$ cat src/design/skin4_pkg.sv
// Types and constants shared by the skinning influence table block.
// No dependencies.
package skin4_pkg;

	localparam int SLOTS   = 4;
	localparam int SLOT_W  = 2;
	localparam int WGT_W   = 16;
	localparam int JNT_W   = 8;
	localparam int CNT_W   = 3;
	localparam int VTX_W   = 12;
	localparam int SUM_W   = 18;
	localparam int NUM_W   = 32;
	localparam int QB_W    = 4;
	localparam logic [WGT_W-1:0] ONE_Q16 = 16'hFFFF;

	typedef enum logic [1:0] {
		ACT_CLEAR = 2'd0,
		ACT_ADD   = 2'd1,
		ACT_READ  = 2'd2,
		ACT_NONE  = 2'd3
	} action_t;

	typedef enum logic [2:0] {
		ST_CLEAR,
		ST_IDLE,
		ST_FETCH,
		ST_DIV_GO,
		ST_DIV_WAIT,
		ST_FINISH
	} state_t;

	typedef struct packed {
		action_t            action;
		logic [VTX_W-1:0]   vertex;
		logic [JNT_W-1:0]   joint;
		logic [WGT_W-1:0]   weight;
	} req_t;

	typedef struct packed {
		logic [JNT_W-1:0]   joint_a;
		logic [JNT_W-1:0]   joint_b;
		logic [JNT_W-1:0]   joint_c;
		logic [JNT_W-1:0]   joint_d;
		logic [WGT_W-1:0]   norm_weight_a;
		logic [WGT_W-1:0]   norm_weight_b;
		logic [WGT_W-1:0]   norm_weight_c;
		logic [WGT_W-1:0]   norm_weight_d;
		logic               empty_default;
	} rsp_t;

	typedef struct packed {
		logic [CNT_W-1:0]              count;
		logic [SLOTS-1:0][WGT_W-1:0]   weight;
		logic [SLOTS-1:0][JNT_W-1:0]   joint;
	} entry_t;

	typedef struct packed {
		logic busy;
		logic done;
	} div_stat_t;

endpackage

$ cat src/design/skin4_div.sv
// Radix-2 restoring divider, one quotient bit per cycle, 16-bit quotient.
// Depends on skin4_pkg; requires numer[31:16] < denom.
module skin4_div (
	input  logic                         clk,
	input  logic                         arst_n,
	input  logic                         start,
	input  logic [skin4_pkg::NUM_W-1:0]  numer,
	input  logic [skin4_pkg::SUM_W-1:0]  denom,
	output skin4_pkg::div_stat_t         stat,
	output logic [skin4_pkg::WGT_W-1:0]  quot
);
	import skin4_pkg::*;

	logic              busy_q;
	logic              done_q;
	logic [QB_W-1:0]   cnt_q;
	logic [SUM_W-1:0]  rem_q;
	logic [SUM_W-1:0]  den_q;
	logic [WGT_W-1:0]  lo_q;
	logic [WGT_W-1:0]  quot_q;
	logic [SUM_W:0]    trial;
	logic [SUM_W:0]    diff;
	logic              ge;

	assign trial = {rem_q, lo_q[WGT_W-1]};
	assign diff  = trial - {1'b0, den_q};
	assign ge    = trial >= {1'b0, den_q};

	always_ff @(posedge clk or negedge arst_n) begin
		if (!arst_n) begin
			busy_q <= 1'b0;
			done_q <= 1'b0;
			cnt_q  <= '0;
		end else begin
			done_q <= busy_q && (cnt_q == QB_W'(WGT_W - 1));
			if (start) begin
				busy_q <= 1'b1;
				cnt_q  <= '0;
			end else if (busy_q) begin
				cnt_q <= cnt_q + QB_W'(1);
				if (cnt_q == QB_W'(WGT_W - 1)) begin
					busy_q <= 1'b0;
				end
			end
		end
	end

	always_ff @(posedge clk) begin
		if (start) begin
			rem_q <= SUM_W'(numer[NUM_W-1:WGT_W]);
			lo_q  <= numer[WGT_W-1:0];
			den_q <= denom;
		end else if (busy_q) begin
			rem_q  <= ge ? diff[SUM_W-1:0] : trial[SUM_W-1:0];
			lo_q   <= {lo_q[WGT_W-2:0], 1'b0};
			quot_q <= {quot_q[WGT_W-2:0], ge};
		end
	end

	assign stat.busy = busy_q;
	assign stat.done = done_q;
	assign quot      = quot_q;

endmodule

$ cat config.mk
export PLATFORM = sky130hd
export DESIGN_NAME = skin4_div
export DESIGN_NICKNAME = d
export VERILOG_FILES = /design/src/design/skin4_pkg.sv /design/src/design/skin4_div.sv
export SDC_FILE = /design/constraint.sdc
export NUM_CORES = 1
export LEC_CHECK = 0
export ABC_AREA = 1
export BUFFER_PORTS_ARGS = -buffer_cell sky130_fd_sc_hd__buf_4
export CAP_MARGIN = 25
export CORE_AREA = 5 5 128 94
export DETAILED_ROUTE_END_ITERATION = 16
export DIE_AREA = 0 0 133 99
export HOLD_SLACK_MARGIN = 0.1
export SETUP_SLACK_MARGIN = 0.05
export SYNTH_ARGS = -nofsm -noshare
export SYNTH_HDL_FRONTEND = slang
export SYNTH_SLANG_ARGS = --single-unit
$ cat constraint.sdc
create_clock -name clk -period 3.4 [get_ports clk]
set_clock_uncertainty 0.2 [all_clocks]
set_input_delay 0.34 -clock clk [delete_from_list [all_inputs] [get_ports clk]]
set_output_delay 0.34 -clock clk [all_outputs]
set_load 0.03 [all_outputs]
==> summary.md, run 1 <==
| Metric | Value |
|---|---|
| Max incr delay on CP | 0.41 ns |
| Critical path buffer and inverter count | 0 |
| CTS tree | done |
| HP Class | primary input to flop |
| Fraction of registers with async set/reset | between 8 and 9% |
| # diodes | 0 |
| Final WL | 9820 µm |
| Vias per cell | about 4.6 |
| Setup TNS | 0 ns |
| Max-slew violations | 0 |
| Reg-to-Reg Start | den_q[0] |
| Placeable Area | 10700 µm² |
| Longest Clk Path Bufs | 2 |
| Worst setup EP type | flop |
| Outcome | completed |
| Area Overhead vs Synth | 36.2% |
| Vias in the first global route | between 3000 and 4000 |
| Register bit count reported by yosys | between 70 and 80 |
| Area of the mapped netlist | between 4000 and 5000 µm² |
| Relative slew slack | 59.9% |
| Clk slew on worst S/H paths | 0.06 ns |
| Pre-CTS setup slack | 0.931 ns |
| P_sw | 0.00151 W |
| Hold Crit Start | numer[30] |
| Initial drt markers | about 210 |
| Post-Syn Area per Cell | 8.80 µm² |
| Synthesized Nets | 545 |
| CP most frequent cell | nand2_1 |
| Setup Viol. Count Final | 0 |
| Initial Utilization | between 30% and 40% |
| Int Power | 0.00254 W |
| Max Cap Violations | 0 |
| Top_reg_cell synth | edfxtp_1 |
| Final core occ | 52.9% |
| Peak supply drop | 0.000371 V |
| Share of post-route cells with drive strength above 1 | 18.0% |
| Crit path max fanout | 3 |
| Final instance count without filler cells | 737 |
| Global-route usage over all layers | around 16% |
| CP arrival | 2.35 ns |
| Final Instance Area | approximately 5700 µm² |
| Number of synthesized flops with an enable pin | 66 |
| Clock share of power | 25.7% |
| Port Buffer Count | 70 |
| RSZ-0062 raised after global routing | false |
| Final hold violation count | 0 |
| Net Sw Frac | 37.3% |
| Avg WL per Cell | 13.3 µm |
| Post-cts sizing count | 0 |
| TritonCTS Buffers | 9 |
| Final ANT Viol Nets | 0 |
| Die area | between 10000 and 15000 µm² |
| Final Cycle Share | between 70% and 80% |
| Seq pwr share | 32.0% |
| Comb power frac | a little over two fifths |
| Cell Area, Placed | 4830 µm² |
| Final worst-path setup slack | 0.947 ns |
| DRC viols | 0 |
| Max Fclk | 408 MHz |
| Grt ovf | 0 |
| Commonest non-fill, non-tap cell in the layout | nand2_1 |
| Synth unique cells | 32 |
| Via count | between 3000 and 4000 |
| Most frequent cells in the layout | nand2_1 (186), buf_4 (74), edfxtp_1 (66), inv_1 (50), dlygate4sd3_1 (50) |
| Post-Synthesis Cells | 472 |
| Seq/Total Area, Yosys | a little over half |
| Worst-Margin Slew | 0.600 ns |
| Die outline height | a little under 100 µm |
| Initial antenna violation count | 0 |
| P_leak | approximately 2.7 nW |
| Clock root buffer | clkbuf_16 |
| CTS H-tree depth | 3 |
| Post-synth top area cell | edfxtp_1 |
| Startpoint Class | flop |
| Post-synth top area share | a little under half |
| Worst-Skew Late Latency | 0.34 ns |
| Worst Setup SP | den_q[0] |
| Fin nets | 669 |
| Num rows | 32 |
| Ports | around 70 |
| Placed insts | 671 |
| Critical Setup Path Class | flop to flop |
| Pwr dens | around 720 nW/µm² |
| Total clock sinks | 74 |
| Largest cells by area after synthesis | edfxtp_1 (48%), nand2_1 (17%), ha_1 (5.7%), inv_1 (4.5%), nand3b_1 (4.0%) |
| Ys Warns | 0 |
| Dpl hpwl | 6920 µm |
| Crit path required time | 3.30 ns |
| Cell family contributing the most delay on the critical path | simple AND/OR/NAND/NOR gates |
| Cell at the slowest stage of the critical path | fa_1 |
| Die W | around 130 µm |
| Min Tclk post-route | approximately 2.5 ns |
| Gpl congestion | 0.901 |
| Largest net degree at the start of global routing | 37 |
| Cell Chain, Critical Path | ha_1 > fa_1 > nor2_1 > nor2_1 > o21ai_1 > nand2_1 > nand2_1 > nand2_1 > nand2_1 > nand2_1 > nand3_1 > nand2_1 |
| Drt first pass iters | 5 |
| First-pass GRT wire length | 16600 µm |
## cells in the mapped netlist (2+ instances only)
cell type	instances
edfxtp_1	66
dfrtp_1	6
nand2_2	5
buf_4	2
buf_6	2
clkbuf_1	7
dfxtp_1	2
ha_1	19
o21ai_0	3
nor2_1	25
inv_2	5
nand3b_1	22
nand2_1	186
a21oi_1	13
xnor2_1	5
o21ai_1	2
nand4_1	3
nand2_8	2
xor2_1	3
nand3_1	31
o21bai_1	2
nor3_1	2
inv_1	50
## metrics by stage
step | hold WS (ns) | total power, W
2_1_floorplan | -0.156 | 0.00258
3_3_place_gp | -0.0484 | 0.00294
3_5_place_dp | -0.0507 | 0.00296
4_1_cts | 0.116 | 0.00407
5_1_grt | 0.125 | 0.00436
6_report | 0.110 | 0.00405
## path summary, 6_finish.rpt
kind / endpoint / slack [ns] / depth (start not counted)
worst max-delay path: rem_q[12] / 0.95 / 12
worst min-delay path: rem_q[14] / 0.11 / 3
worst max register to register: rem_q[12] / 0.95 / 12
worst min register to register: quot[2] / 0.25 / 0
max in group asynchronous: cnt_q[1] / 2.72 / 2
min in group asynchronous: done_q / 0.17 / 2
## per-layer routing
metal / routed length (µm) / vias up / track usage, % / share of wire, %
li1: - / 1778 / - / -
met4: 78 / 0 / 3.19 / 0.79
met2: 4110 / 98 / 23.5 / 42
met5: 0 / - / 0 / 0
met1: 4850 / 1543 / 22.3 / 49
met3: 772 / 8 / 4.85 / 7.9
## worst min-delay path: stages
cell and delay [ns]:
buf_4 0.08, nand2_1 0.06, nand2_1 0.07
## power by group through the flow
stage	Clock (W)	Sequential [W]	Combinational, W
after floorplan	0	0.00132	0.00127
after global placement	0	0.00130	0.00164
after detailed placement	0	0.00131	0.00165
after CTS	0.00107	0.00130	0.00171
after global routing	0.00110	0.00132	0.00195
final	0.00104	0.00129	0.00171
## cell families after synthesis
logic type               after synthesis  synth area share, %
AO/OA/AOI/OAI                         22                 2.95
flip-flops                            74                 52.3
AND/OR/NAND/NOR                      280                 30.1
XOR/XNOR                               8                 1.69
buffers and inverters                 68                 6.72
adder cells (fa/ha/maj)               20                 6.21
## what timing repair did
item / in CTS / in global routing
buffers inserted: 0 / 0
hold buffers: 50 / 0
endpoints found under the hold margin: 55 / 0
setup endpoints to repair: 0 / 0
## flip-flops by register name (all words and copies together), names as in the netlist
| name | cells |
|---|---|
| cnt_q | 4 |
| quot | 16 |
| rem_q | 18 |
| lo_q | 16 |
| done_q | 1 |
| busy_q | 1 |
| den_q | 18 |
## area by class of cell
cell class	instances	area (µm²)
fillers	957	5030
flip-flops and latches	74	2170
multi-input cells	330	1700
repair buffers	125	1080
clock buffers	10	239
inverters	56	210
well taps	136	170
clock inverters	6	87.6
Power figures use the tool's default switching activity.
==> inputs of run 2 (changes only) <==
--- a/config.mk
+++ b/config.mk
@@ -5,12 +5,12 @@
 export SDC_FILE = /design/constraint.sdc
 export NUM_CORES = 1
 export LEC_CHECK = 0
-export ABC_AREA = 1
+export ABC_AREA = 0
 export BUFFER_PORTS_ARGS = -buffer_cell sky130_fd_sc_hd__buf_4
 export CAP_MARGIN = 25
-export CORE_AREA = 5 5 128 94
+export CORE_AREA = 5 5 124 91
 export DETAILED_ROUTE_END_ITERATION = 16
-export DIE_AREA = 0 0 133 99
+export DIE_AREA = 0 0 129 96
 export HOLD_SLACK_MARGIN = 0.1
 export SETUP_SLACK_MARGIN = 0.05
 export SYNTH_ARGS = -nofsm -noshare
==> constraint.sdc (replaced) <==
create_clock -name clk -period 2.2 [get_ports clk]
set_clock_uncertainty 0.2 [all_clocks]
set_input_delay 0.22 -clock clk [delete_from_list [all_inputs] [get_ports clk]]
set_output_delay 0.22 -clock clk [all_outputs]
set_load 0.03 [all_outputs]
==> run 2 against run 1 <==
  * Critical path type unchanged
  * Final cell count decreased by 12%
  * Register-to-register slack got worse by 1.3 ns
  * The flow now finishes with violations (setup timing)
  * Cell area increased by 8.8%
==> summary.md, run 2 <==
| Metric | Value |
|---|---|
| Share of post-route cells with drive strength above 1 | 42.5% (+25 points) |
| Worst-Skew Late Latency | 0.33 ns (about the same) |
| CTS H-tree depth | 3 (unchanged) |
| Top post-synthesis cells by count | edfxtp_1 (66), nand2_1 (25), inv_1 (24) |
| Port Buffer Count | 70 (unchanged) |
| Final worst-path setup slack | -0.362 ns (-1.31 ns) |
| Synthesized Nets | 396 (-27%) |
| # diodes | 0 (unchanged) |
| Grt ovf | 0 (unchanged) |
| Global-route usage over all layers | 15.7% (+0.051 points) |
| Commonest non-fill, non-tap cell in the layout | buf_4 |
| Final WL | 9250 µm (-5.8%) |
| Seq/Total Area, Yosys | 56.4% (+4.1 points) |
| Max incr delay on CP | 0.43 ns (+0.02 ns) |
| Final instance count without filler cells | 647 (-12%) |
| Peak supply drop | 0.000536 V (+45%) |
| Initial drt markers | 122 (-42%) |
| Setup Viol. Count Final | 19 (+19) |
| Failing checks | setup timing |
| Ys Warns | 0 (unchanged) |
| Pwr Total | 0.00715 W (+77%) |
| Placeable Area | 10000 µm² (-6.4%) |
| First-pass GRT wire length | 15100 µm (-8.6%) |
| Final hold violation count | 0 (unchanged) |
| Post-Synthesis Cells | 323 (-32%) |
| Drt first pass iters | 4 (-1) |
| Vias in the first global route | 3213 (-7.3%) |
| Max Cap Violations | 0 (unchanged) |
| Cell Chain, Critical Path | ha_4 > a21o_1 > a211o_1 > a41oi_2 > o21ai_2 > a31oi_4 > buf_6 > nor3_1 > a221o_1 |
| Placed insts | 569 (-15%) |
| Final Cycle Share | 116% (+44 points) |
| Die area | 12400 µm² (-5.9%) |
| DRC viols | 0 (unchanged) |
| Min Tclk post-route | 2.56 ns (+0.109 ns) |
| Avg WL per Cell | 14.3 µm (+7.3%) |
| Crit path max fanout | 7 (+4) |
| Post-synth top area share | 51.4% (+3.7 points) |
| Relative slew slack | 60.7% (+0.77 points) |
| Worst-Margin Slew | 0.590 ns (-0.0101 ns) |
| Die outline height | 96 µm (-3.0%) |
| Most frequent cells in the layout | buf_4 (133), edfxtp_1 (66), dlygate4sd3_1 (52), nand2_1 (24), inv_1 (21) |
| Final core occ | 61.5% (+8.6 points) |
| Top_reg_cell synth | edfxtp_1 |
| Ports | 71 (unchanged) |
| Crit path required time | 2.08 ns (-1.22 ns) |
| Largest cells by area after synthesis | edfxtp_1 (51%), ha_1 (6.2%), mux2_2 (5.0%), dfrtp_1 (3.9%), a21oi_1 (2.9%) |
| Regs by FF count | den_q: 18 flops, rem_q: 18 flops |
| Register bit count reported by yosys | 74 (unchanged) |
| Num rows | 31 (-3.1%) |
| Synth unique cells | 41 (+28%) |
| Number of synthesized flops with an enable pin | 66 (unchanged) |
| Post-synth top area cell | edfxtp_1 |
| P_leak | 2.58 nW (-4.9%) |
| Dpl hpwl | 6190 µm (-11%) |
| Longest Clk Path Bufs | 2 (unchanged) |
| Largest net degree at the start of global routing | 47 (+27%) |
| CP arrival | 2.44 ns (+0.09 ns) |
| Area Overhead vs Synth | 59.8% |
| Critical Setup Path Class | flop to flop |
| Startpoint Class | flop |
| Min Hold Slack | 0.201 ns (+0.0901 ns) |
| Setup TNS | -5.40 ns (-5.40 ns) |
| Gpl congestion | 0.829 (-8.0%) |
| Cell at the slowest stage of the critical path | edfxtp_1 |
| Via count | 3093 (-9.7%) |
| Fraction of registers with async set/reset | 8.11% (unchanged) |
| Initial Utilization | 38.5% (-0.35 points) |
| RSZ-0062 raised after global routing | true |
| Clock root buffer | clkbuf_16 |
| Clk slew on worst S/H paths | 0.06 ns (about the same) |
| Most frequent cell after synthesis | edfxtp_1 |
| TritonCTS Buffers | 9 (unchanged) |
| Die W | 129 µm (-3.0%) |
| Post-Syn Area per Cell | 11.9 µm² (+36%) |
| Max Fclk | 390 MHz (-4.3%) |
| Max-slew violations | 0 (unchanged) |
| Initial antenna violation count | 0 (unchanged) |
| Outcome | finished, violations left |
| Fin nets | 583 (-13%) |
| Pwr dens | 1160 nW/µm² (+62%) |
| Total clock sinks | 74 (unchanged) |
| Worst setup EP type | flop |
| Final ANT Viol Nets | 0 (unchanged) |
| CTS tree | done |
| HP Class | primary input to flop |
| Vias per cell | 4.78 (+2.8%) |
| Area of the mapped netlist | 3850 µm² (-7.2%) |
-- run 2: critical path: cells and delay by family (launching register included) --
| kind | cells | cell delay (ns) |
|---|---|---|
| buf+inv | 1 | 0.19 |
| compound gates | 6 | 1.17 |
| simple gates | 1 | 0.06 |
| flops | 1 | 0.43 |
| fa+ha+maj | 1 | 0.24 |
-- run 2: area by class of cell --
type	instances	area, µm²
clock buffer	9	225
clock inverter	7	68.8
fill	798	3850
inverter	24	90.1
multi-input combinational	208	1810
sequential	74	2170
tap	132	165
timing repair buffer	193	1630
-- run 2: what timing repair did --
| action | in CTS | in global routing |
|---|---|---|
| resized for setup | 30 | 22 |
| gates cloned | 1 | 0 |
| endpoints found under the setup margin | 19 | 19 |
| endpoints found under the hold margin | 55 | 1 |
| hold buffers | 51 | 1 |
| buffers inserted | 9 | 2 |
| pin swaps | 10 | 20 |
-- run 2: logic make-up (layout without fill, tap and decap cells) --
| logic type | after synthesis | in the layout | synth area share [%] |
|---|---|---|---|
| adder cells (fa/ha/maj) | 20 | 20 | 6.69 |
| multiplexers | 20 | 20 | 5.75 |
| buffers and inverters | 41 | 233 | 4.51 |
| AO/OA/AOI/OAI | 67 | 67 | 12.0 |
| AND/OR/NAND/NOR | 83 | 83 | 10.6 |
| XOR/XNOR | 18 | 18 | 4.09 |
| flip-flops | 74 | 74 | 56.4 |
-- run 2: stage by stage --
stage                     setup WS [ns]  area [µm²]
after CTS                        -0.321        6030
after detailed placement         -0.546        5030
after global routing             -0.448        6150
after global placement           -0.554        5030
final                            -0.362        6150
after floorplan                  -0.270        3940
-- run 2: final timing paths --
path	start	end	slack [ns]	cells past startpoint
setup / recovery	rem_q[15]	rem_q[13]	-0.36	9
hold / removal	start	cnt_q[2]	0.20	2
setup reg to reg	rem_q[15]	rem_q[13]	-0.36	9
hold reg to reg	quot[4]	quot[5]	0.25	0
max in group asynchronous	arst_n	cnt_q[1]	0.98	3
min in group asynchronous	arst_n	cnt_q[2]	0.61	3
-- run 2: per-layer routing --
| layer | share of wire [%] | up-vias | GRT usage (%) |
|---|---|---|---|
| met5 | 0 | - | 0 |
| met4 | 1.2 | 0 | 4.11 |
| met3 | 5.7 | 13 | 4.44 |
| met2 | 47 | 77 | 25.4 |
| met1 | 46 | 1442 | 20.8 |
| li1 | - | 1561 | - |
-- run 2: report_power, final --
part           switching, W  total (W)  internal (W)  leakage [nW]
clock network      0.000553    0.00143      0.000874         0.143
registers          0.000166    0.00202       0.00185         0.771
logic               0.00172    0.00371       0.00198          1.67
==> inputs of run 3 (changes only) <==
--- a/config.mk
+++ b/config.mk
@@ -8,10 +8,13 @@
 export ABC_AREA = 0
 export BUFFER_PORTS_ARGS = -buffer_cell sky130_fd_sc_hd__buf_4
 export CAP_MARGIN = 25
+export CELL_PAD_IN_SITES_DETAIL_PLACEMENT = 1
+export CELL_PAD_IN_SITES_GLOBAL_PLACEMENT = 1
 export CORE_AREA = 5 5 124 91
 export DETAILED_ROUTE_END_ITERATION = 16
 export DIE_AREA = 0 0 129 96
 export HOLD_SLACK_MARGIN = 0.1
+export PLACE_DENSITY_LB_ADDON = 0.1
 export SETUP_SLACK_MARGIN = 0.05
 export SYNTH_ARGS = -nofsm -noshare
 export SYNTH_HDL_FRONTEND = slang
==> run 3 against run 2 <==
  * The flow still finishes with violations (setup timing)
  * Combinational power is 2% higher
  * Final cell count is 0.31% higher
  * Cell area is 0.67% lower
  * Setup slack worse by 0.051 ns
  * Sequential cell count stayed put
  * Worst hold slack worse by 0.015 ns
  * Via count is 3.8% higher
  * First-iteration DRC count is 20% lower
  * Maximum frequency is 1.9% lower
  * Routed wire length is 14% higher
  * Critical path type unchanged
  * Largest cell class unchanged
==> summary.md, run 3 (same netlist as run 2, synthesis figures left out) <==
| Metric | Value |
|---|---|
| Pwr dens | 1190 nW/µm² (+2.6%) |
| First-pass GRT wire length | 17000 µm (+12%) |
| Ports | 71 (unchanged) |
| Cells on Worst Hold Path | 1 (-1) |
| Register area | 2170 µm² (unchanged) |
| Crit path required time | 2.08 ns (about the same) |
| Vias per cell | 4.95 (+3.5%) |
| Final ANT Viol Nets | 0 (unchanged) |
| Avg WL per Cell | 16.3 µm (+14%) |
| Final hold violation count | 0 (unchanged) |
| P_leak | 2.57 nW (-0.45%) |
| Hold path endpoint | den_q[0] |
| FF-to-FF path depth | 9 (unchanged) |
| Min Tclk post-route | 2.61 ns (+0.0508 ns) |
| CTS tree | done |
| Max incr delay on CP | 0.42 ns (about the same) |
| Peak supply drop | 0.000541 V (+0.98%) |
| Clock root buffer | clkbuf_16 |
| Placed insts | 567 (-0.35%) |
| Largest net degree at the start of global routing | 43 (-8.5%) |
| Reg2reg setup slack | -0.41 ns (-0.05 ns) |
| Max Cap Violations | 0 (unchanged) |
| Die W | 129 µm (unchanged) |
| # fillers | 1034 (+30%) |
| Global-route usage over all layers | 17.8% (+2.1 points) |
| Cell family contributing the most delay on the critical path | compound AO/OA/AOI/OAI gates |
| HP Class | primary input to flop |
| Worst-Margin Slew | 0.515 ns (-0.0750 ns) |
| Initial Utilization | 38.5% (unchanged) |
| Grt ovf | 0 (unchanged) |
| Port Buffer Count | 70 (unchanged) |
| Vias in the first global route | 3471 (+8.0%) |
| Fin nets | 585 (+0.34%) |
| Crit path max fanout | 13 (+6) |
| Share of post-route cells with drive strength above 1 | 41.6% (-0.94 points) |
| Gpl congestion | 0.822 (-0.87%) |
| Regs by FF count | den_q: 18 flops, rem_q: 18 flops |
| Final instance count without filler cells | 649 (+0.31%) |
| CP most frequent cell | o21ai_2 |
| # diodes | 0 (unchanged) |
| Die outline height | 96 µm (unchanged) |
| Setup Viol. Count Final | 19 (unchanged) |
| Final Instance Area | 6110 µm² (-0.67%) |
| Max-slew violations | 0 (unchanged) |
| TritonCTS Buffers | 9 (unchanged) |
| Hold Crit Start | start |
| Critical path buffer and inverter count | 1 (unchanged) |
| CP arrival | 2.50 ns (+0.06 ns) |
| Initial drt markers | 98 (-20%) |
| Via count | 3211 (+3.8%) |
| Num rows | 31 (unchanged) |
| CTS H-tree depth | 3 (unchanged) |
| Area occupied by multi-input gates | 1760 µm² (-2.5%) |
| Most frequent cells in the layout | buf_4 (137), edfxtp_1 (66), dlygate4sd3_1 (52), inv_1 (24), nand2_1 (23) |
| Failing checks | setup timing |
| Total clock sinks | 74 (unchanged) |
| Final worst-path setup slack | -0.413 ns (-0.0508 ns) |
| Dpl hpwl | 6970 µm (+13%) |
| Worst setup EP type | flop |
| Cell Area, Placed | 5010 µm² (-0.30%) |
| Area Overhead vs Synth | 58.7% |
| Outcome | finished, violations left |
| Drt first pass iters | 4 (unchanged) |
| Clk slew on worst S/H paths | 0.06 ns (about the same) |
| Placeable Area | 10000 µm² (unchanged) |
| Setup TNS | -6.20 ns (-0.804 ns) |
| Commonest non-fill, non-tap cell in the layout | buf_4 |
| Longest Clk Path Bufs | 2 (unchanged) |
| DRC viols | 0 (unchanged) |
| Startpoint Class | flop |
| Critical Setup Path Class | flop to flop |
| Worst-Skew Late Latency | 0.34 ns (about the same) |
| Worst flop-to-flop path endpoint | rem_q[9] |
| Final WL | 10500 µm (+14%) |
| Max Fclk | 383 MHz (-1.9%) |
| RSZ-0062 raised after global routing | true |
| Cell Chain, Critical Path | ha_4 > a21oi_1 > o21ai_2 > a41oi_2 > o21ai_2 > a31oi_4 > buf_12 > nor3_1 > a221o_1 |
| Relative slew slack | 65.7% (+5.0 points) |
| Die area | 12400 µm² (unchanged) |
| Initial antenna violation count | 0 (unchanged) |
| Cell at the slowest stage of the critical path | edfxtp_1 |
| Reg-to-Reg Start | rem_q[13] |
| Final Cycle Share | 119% (+2.3 points) |
## run 3: how the worst max path moves through the flow
stage                          from   endpoint  slack (ns)  cells after the start
after floorplan           rem_q[15]  rem_q[11]       -0.27                      9
after global placement    rem_q[11]  rem_q[11]       -0.46                      9
after detailed placement  rem_q[11]  rem_q[10]       -0.51                      9
after CTS                 rem_q[15]   rem_q[9]       -0.40                      9
after global routing      den_q[14]   rem_q[9]       -0.48                     10
final                     rem_q[13]   rem_q[9]       -0.41                      9
## run 3: stage by stage
step	hold WS [ns]	total power (W)	utilization, %	setup WS (ns)
after floorplan	-0.276	0.00379	-	-0.270
after global placement	-0.170	0.00508	50.1	-0.458
after detailed placement	-0.168	0.00515	50.1	-0.511
after CTS	0.182	0.00710	59.9	-0.401
after global routing	0.188	0.00774	61.1	-0.481
final	0.186	0.00729	61.1	-0.413
## run 3: area by class of cell
type / instances / area share (%)
clock buffer: 13 / 4.09
clock inverter: 3 / 0.655
inverter: 24 / 1.47
multi-input combinational: 208 / 28.8
sequential: 74 / 35.5
tap: 132 / 2.70
timing repair buffer: 195 / 26.7
## run 3: timing repair
| item | in CTS | in global routing |
|---|---|---|
| buffers inserted | 10 | 4 |
| hold buffers | 52 | 0 |
| cloned | 0 | 0 |
| setup endpoints to repair | 19 | 19 |
| pin swaps | 8 | 8 |
| endpoints found under the hold margin | 56 | 0 |
| gates resized for setup | 28 | 16 |
## run 3: power breakdown
part           total [W]  leakage [nW]  internal, W  switching [W]
combinational    0.00380          1.66      0.00201        0.00179
clock            0.00146         0.144     0.000906       0.000549
sequential       0.00204         0.771      0.00186       0.000182
total            0.00729          2.57      0.00477        0.00252
## run 3: worst reg2reg max path: stages (launching register included)
cell      delay [ns]
edfxtp_1        0.42
ha_4            0.28
a21oi_1         0.27
o21ai_2         0.13
a41oi_2         0.21
o21ai_2         0.10
a31oi_4         0.23
buf_12          0.18
nor3_1          0.06
a221o_1         0.29
## run 3: per-layer routing
layer  vias to the layer above  track usage [%]  share of wire [%]
li1                       1569                -                  -
met1                      1566             23.0                 46
met2                        70             29.7                 48
met3                         6             4.88                4.6
met4                         0             4.72               0.93
met5                         -                0                  0
